**src/design/bmsf_pkg.sv**
```systemverilog
// ----------------------------------------------------------------------------
// bmsf_pkg
// Shared types and constants of the broadcast/multicast filter.
// ----------------------------------------------------------------------------
package bmsf_pkg;

   localparam int NUM_INTERFACES = 16;
   localparam int COUNTER_BITS   = 64;

   // counter entry = interface * 8 + class * 2 + dropped
   localparam int CNT_DEPTH = NUM_INTERFACES * 8;
   localparam int CNT_IDX_W = (CNT_DEPTH > 1) ? $clog2(CNT_DEPTH) : 1;

   localparam int INTF_W  = 4;
   localparam int MAC_W   = 48;
   localparam int ETYPE_W = 16;
   localparam int LEN_W   = 16;
   localparam int CLASS_W = 3;
   localparam int VALUE_W = 64;
   localparam int MON_W   = 16;
   localparam int DROP_W  = 64;
   localparam int CSR_W   = 64;

   localparam logic [ETYPE_W-1:0] ETH_VLAN_Q  = 16'h8100;
   localparam logic [ETYPE_W-1:0] ETH_VLAN_AD = 16'h88A8;
   localparam logic [ETYPE_W-1:0] ETH_IPV4    = 16'h0800;
   localparam logic [ETYPE_W-1:0] ETH_IPV6    = 16'h86DD;

   localparam logic [MAC_W-1:0] MAC_BCAST    = 48'hFFFF_FFFF_FFFF;
   localparam logic [23:0]      MAC_IPV4_PFX = 24'h01005E;
   localparam logic [15:0]      MAC_IPV6_PFX = 16'h3333;

   localparam logic [LEN_W-1:0] LEN_MIN_FRAME = 16'd14;
   localparam logic [LEN_W-1:0] LEN_ONE_TAG   = 16'd18;
   localparam logic [LEN_W-1:0] LEN_TWO_TAGS  = 16'd22;

   typedef enum logic {
      OP_CLASSIFY = 1'b0,
      OP_READ     = 1'b1
   } op_type;

   typedef enum logic [CLASS_W-1:0] {
      CLS_BCAST = 3'd0,
      CLS_IPV4  = 3'd1,
      CLS_IPV6  = 3'd2,
      CLS_OTHER = 3'd3,
      CLS_NONE  = 3'd4
   } class_type;

   typedef enum logic {
      CSR_MONITORED  = 1'b0,
      CSR_DROP_FLAGS = 1'b1
   } csr_index_type;

   typedef struct packed {
      op_type               opcode;
      logic [INTF_W-1:0]    intf_index;
      logic [MAC_W-1:0]     dest_mac;
      logic [ETYPE_W-1:0]   outer_ethertype;
      logic [ETYPE_W-1:0]   tag1_ethertype;
      logic [ETYPE_W-1:0]   tag2_ethertype;
      logic [LEN_W-1:0]     frame_length;
      logic [1:0]           read_class;
      logic                 read_dropped;
   } req_type;

   typedef struct packed {
      logic                 is_read;
      logic                 read_ok;
      logic                 count;
      logic                 drop;
      class_type            cls;
      logic [CNT_IDX_W-1:0] idx;
   } class_result_type;

endpackage

```
**src/design/bmsf_classify.sv**
```systemverilog
// ----------------------------------------------------------------------------
// bmsf_classify
// Header classification, drop decision and counter entry selection.
// ----------------------------------------------------------------------------
module bmsf_classify import bmsf_pkg::*; (
   input  req_type             req,
   input  logic [MON_W-1:0]    monitored,
   input  logic [DROP_W-1:0]   drop_flags,
   output class_result_type    res
);

   function automatic logic is_vlan_tag(input logic [ETYPE_W-1:0] et);
      return (et == ETH_VLAN_Q) || (et == ETH_VLAN_AD);
   endfunction

   logic                intf_ok;
   logic [ETYPE_W-1:0]  final_et;
   class_type           cls;
   logic                monitored_bit;
   logic                drop_bit;

   assign intf_ok = 32'(req.intf_index) < NUM_INTERFACES;

   // skip up to two tags, each only if the captured length covers it
   always_comb begin
      if (!is_vlan_tag(req.outer_ethertype) || req.frame_length < LEN_ONE_TAG) begin
         final_et = req.outer_ethertype;
      end else if (!is_vlan_tag(req.tag1_ethertype) || req.frame_length < LEN_TWO_TAGS) begin
         final_et = req.tag1_ethertype;
      end else begin
         final_et = req.tag2_ethertype;
      end
   end

   always_comb begin
      if (req.frame_length < LEN_MIN_FRAME) begin
         cls = CLS_NONE;
      end else if (req.dest_mac == MAC_BCAST) begin
         cls = CLS_BCAST;
      end else if (req.dest_mac[40]) begin
         if (req.dest_mac[47:24] == MAC_IPV4_PFX && final_et == ETH_IPV4) begin
            cls = CLS_IPV4;
         end else if (req.dest_mac[47:32] == MAC_IPV6_PFX && final_et == ETH_IPV6) begin
            cls = CLS_IPV6;
         end else begin
            cls = CLS_OTHER;
         end
      end else begin
         cls = CLS_NONE;
      end
   end

   assign monitored_bit = monitored[req.intf_index];
   assign drop_bit      = drop_flags[{req.intf_index, cls[1:0]}];

   always_comb begin
      res.is_read = (req.opcode == OP_READ);
      res.read_ok = intf_ok;
      if (req.opcode == OP_READ) begin
         res.count = 1'b0;
         res.drop  = 1'b0;
         res.cls   = CLS_NONE;
         res.idx   = CNT_IDX_W'({req.intf_index, req.read_class, req.read_dropped});
      end else begin
         res.count = intf_ok && monitored_bit && (cls != CLS_NONE);
         res.drop  = res.count && drop_bit;
         res.cls   = cls;
         res.idx   = CNT_IDX_W'({req.intf_index, cls[1:0], res.drop});
      end
   end

endmodule

```
**config.mk**
```make
export PLATFORM = sky130hd
export DESIGN_NAME = bmsf_classify
export DESIGN_NICKNAME = d
export VERILOG_FILES = /design/src/design/bmsf_pkg.sv /design/src/design/bmsf_classify.sv
export SDC_FILE = /design/constraint.sdc
export NUM_CORES = 1
export LEC_CHECK = 0
export BUFFER_PORTS_ARGS = -buffer_cell sky130_fd_sc_hd__buf_2
export CORE_AREA = 2 2 101 74
export DETAILED_ROUTE_END_ITERATION = 12
export DIE_AREA = 0 0 103 76
export GPL_ROUTABILITY_DRIVEN = 0
export PLACE_DENSITY = 0.78
export SLEW_MARGIN = 40
export SYNTH_ARGS = -nofsm -noshare
export SYNTH_HDL_FRONTEND = slang
export SYNTH_SLANG_ARGS = --single-unit
```
**constraint.sdc**
```tcl
create_clock -name vclk -period 6.5
set_clock_uncertainty 0.2 [all_clocks]
set_input_delay 0.65 -clock vclk [all_inputs]
set_output_delay 0.65 -clock vclk [all_outputs]
set_load 0.005 [all_outputs]
```
* Word level (Yosys, flattened, before mapping)
Cells that the tools add are included.
** Storage, ports and cells
- Logic and storage cells :: 37
- Output and inout port bits :: 14
- Bits of input ports :: 200
- Register bits :: 0
** Cells by class
- Equal/unequal tests :: 10
- Order comparisons :: 5
- Reduce and logical (&&, ||, !) cells :: 10
- Multiplexer cells :: 12
** Operators by type and width (number)
- $eq 16x16->1 const B :: 5
- $eq 48x48->1 const B :: 1
- $lt 16x5->1 const B :: 2
- $mux 16 :: 2
- $eq 24x17->1 const B :: 1
- $eq 16x12->1 const B :: 1
- $eq 16x14->1 const B :: 1
- $lt 16x4->1 const B :: 1
- $mux 12 :: 1
- $mux 3 :: 3
- $lt 6x7->1 const B :: 1
- $bmux 1 s6 :: 1
- $lt 4x5->1 const B :: 1
- $bmux 1 s4 :: 1
- $logic_and 1x1->1 :: 4
- $logic_or 1x1->1 :: 4
- $mux 1 :: 3
- $ne 3x3->1 const B :: 1
- $logic_not 1->1 :: 2
- $mux 2 :: 1

* Logic depth before layout (Yosys ltp)
- Depth in word-level cells :: 17
- Depth in mapped cells :: 14
- Gate-level depth less buffers :: 12

* Worst setup path after synthesis
No wires, ideal clock.
- Kind :: input to output
- Start :: input req[35] in the netlist's numbering
- End :: output res[0] in the netlist's numbering
- Path slack :: 1832 ps
- Buffers on the path :: 1
- Arrival time :: 3818 ps
- Stages :: 13
- Required time :: 5650 ps
- Cells stage by stage :: or4_4 > or3_4 > nor3_4 > buf_6 > a31oi_1 > a211o_1 > nor4b_4 > and3_4 > nor4_1 > or3_1 > a222oi_1 > o211ai_1 > nand3b_1
** RTL lines
- start, declared :: line bmsf_classify.sv:6 : input req_type req,
- end, declared :: line bmsf_classify.sv:9 : output class_result_type res

==> run metrics <==
Routed wire per std cell 17.2 um; Post-Syn Area per Cell 6.63 um^2; routed wire length 10200 um; setup slack at placement 1.12 ns; post-CTS setup repair buffer count 0; total negative setup slack 0 ns; Seq/Total Area, Yosys 0%; commonest cells after routing, fill and taps aside buf_2 (212), nor2_1 (35), nor3_1 (27); Critical Path Start Type input pin; arrival time at the worst endpoint 4.63 ns; die span in x 103 um; layout cells sized above 1 48.3%; post-place instance area 3090 um^2; switching fraction of total power 48.6%; mux cell area share after synthesis 9.94%; antenna viol nets, final 0; switching pwr 0.0000700 W; Ys Warns 0; CP Buf/Inv Count 3; number of remaining DRC errors 0; GRT overflow 0; Int Pwr 0.0000739 W; delay-heaviest family, CP simple AND/OR/NAND/NOR gates; via count 3538; WP depth 15; syn nets 500; Reg area 0 um^2; commonest non-fill, non-tap cell in the layout buf_2; status finished, final reports clean; Die Ht 76 um; Fin Hold WS 1.33 ns; Max Slew Vio Count 0; Peak VDD IR 0.0166 mV; Setup Crit Path Kind in -> out; Yosys cell types 70; Port Buffers 212; simple-gate area share of the yosys netlist 49.7%; Slew @ Worst Pin 0.693 ns; Rel. slew slack 53.6%; HP Class in -> out; fin area 3090 um^2; Post-Syn Area 1990 um^2; Area Overhead vs Synth 55.5%; number of sequential cells 0; post-synthesis compound-gate area fraction 34.2%; Starting Density 28.6%; Die ar. 7830 um^2; slowest CP cell nor4_1; CLK BUF 0; Crit path required time 5.65 ns; Max Fclk 182 MHz; Crit path largest cell delay 0.55 ns; hold depth 2; core box area 6960 um^2; crit path time final 5.48 ns; PnR worst setup slack 1.02 ns; cts repair resizes 0; GR Util All Layers 24.5%; sequential share of power 0%; largest family of logic cells by synthesized area simple AND/OR/NAND/NOR gates; router iterations before antenna repair 5; Hold Crit Start req[118]; global-route wire length before repair 15900 um; combinational share of power 100.0%; Leak Pwr 1.40 nW; Adder-Cell Fraction of Synth Area 0%; Hold Buf Count CTS 0; initial DRC count 517; final setup vio count 0; Worst Setup End Kind primary output; RSZ-0062 raised after global routing no; Row Count 26; crit-path cells buf_2 > nor4_1 > o2111ai_1 > o211ai_1 > nand3_1 > a22oi_1 > buf_4 > nand3_2 > nand2_2 > nor4_1 > or4_1 > a22oi_1 > o211ai_1 > nand3b_1 > buf_2; pin count of the biggest net entering global routing 23; Final Hold Fails 0; I/O pin count 214; Pwr Density 46.5 nW/um^2; crit-path max FO 16; xor/xnor cell area share of the yosys netlist 0%; Synth Instances 300; final period utilization 84.3%; Via-to-Cell Ratio 5.95; Hold EP res[6]; clock share of power 0%; vias in the first global route 3435; Diodes inserted 0; dpl hpwl 8640 um; Final nets 699; max-cap viol count 0; antenna violations before repair 0
-- how the worst max path moves through the flow --
stage / from / slack [ns] / to
2_1_floorplan: req[35] / 1.83 / res[0]
3_3_place_gp: req[35] / 1.17 / res[0]
6_report: req[18] / 1.02 / res[0]
3_5_place_dp: req[35] / 1.12 / res[0]
5_1_grt: req[11] / 0.66 / res[0]
4_1_cts: req[35] / 1.11 / res[0]
-- cell type report --
type                       count  area, um^2
tap                           98         123
timing repair buffer         214        1080
inverter                       6        22.5
fill                         733        3870
multi-input combinational    277        1870
-- per-layer routing --
metal	wire length (um)	track usage, %	vias up
met3	1150	5.23	24
li1	-	-	1644
met4	127	2.50	0
met5	0	0	-
met1	4140	31.4	1647
met2	4830	43.2	223
-- cell families after synthesis --
family	Yosys count
AOI/OAI and AO/OA	92
and+or+nand+nor	171
muxes	13
buffers and inverters	23
other	1
-- Yosys cell counts (all sizes together) (6+ instances only) --
cell	n	area share (%)
o2111ai	6	2.6
nor2	35	6.6
inv	6	1.1
nor4	16	5.0
and3	7	2.5
nand2b	6	1.9
nand4	18	5.7
nand2	17	3.3
nor3	28	7.6
buf	9	3.3
a21oi	8	2.0
or3	6	2.1
clkbuf	8	1.5
o21ai	13	3.3
a31oi	9	2.8
nand3	14	4.0
o31ai	6	2.3
-- power by group through the flow --
| stage | Combinational, W | Sequential, W | Clock (W) |
|---|---|---|---|
| after floorplan | 0.0000560 | 0 | 0 |
| after global placement | 0.000137 | 0 | 0 |
| after detailed placement | 0.000141 | 0 | 0 |
| after CTS | 0.000141 | 0 | 0 |
| after global routing | 0.000156 | 0 | 0 |
| final | 0.000144 | 0 | 0 |
-- stage by stage --
| step | util (%) | instances | power (W) |
|---|---|---|---|
| final | 44.4 | 595 | 0.000144 |
| after detailed placement | 44.4 | 595 | 0.000141 |
| after global routing | 44.4 | 595 | 0.000156 |
| after floorplan | - | 300 | 0.0000560 |
| after global placement | 44.4 | 595 | 0.000137 |
| after CTS | 44.4 | 595 | 0.000141 |
Note: power is estimated with default switching activity, not from simulation.
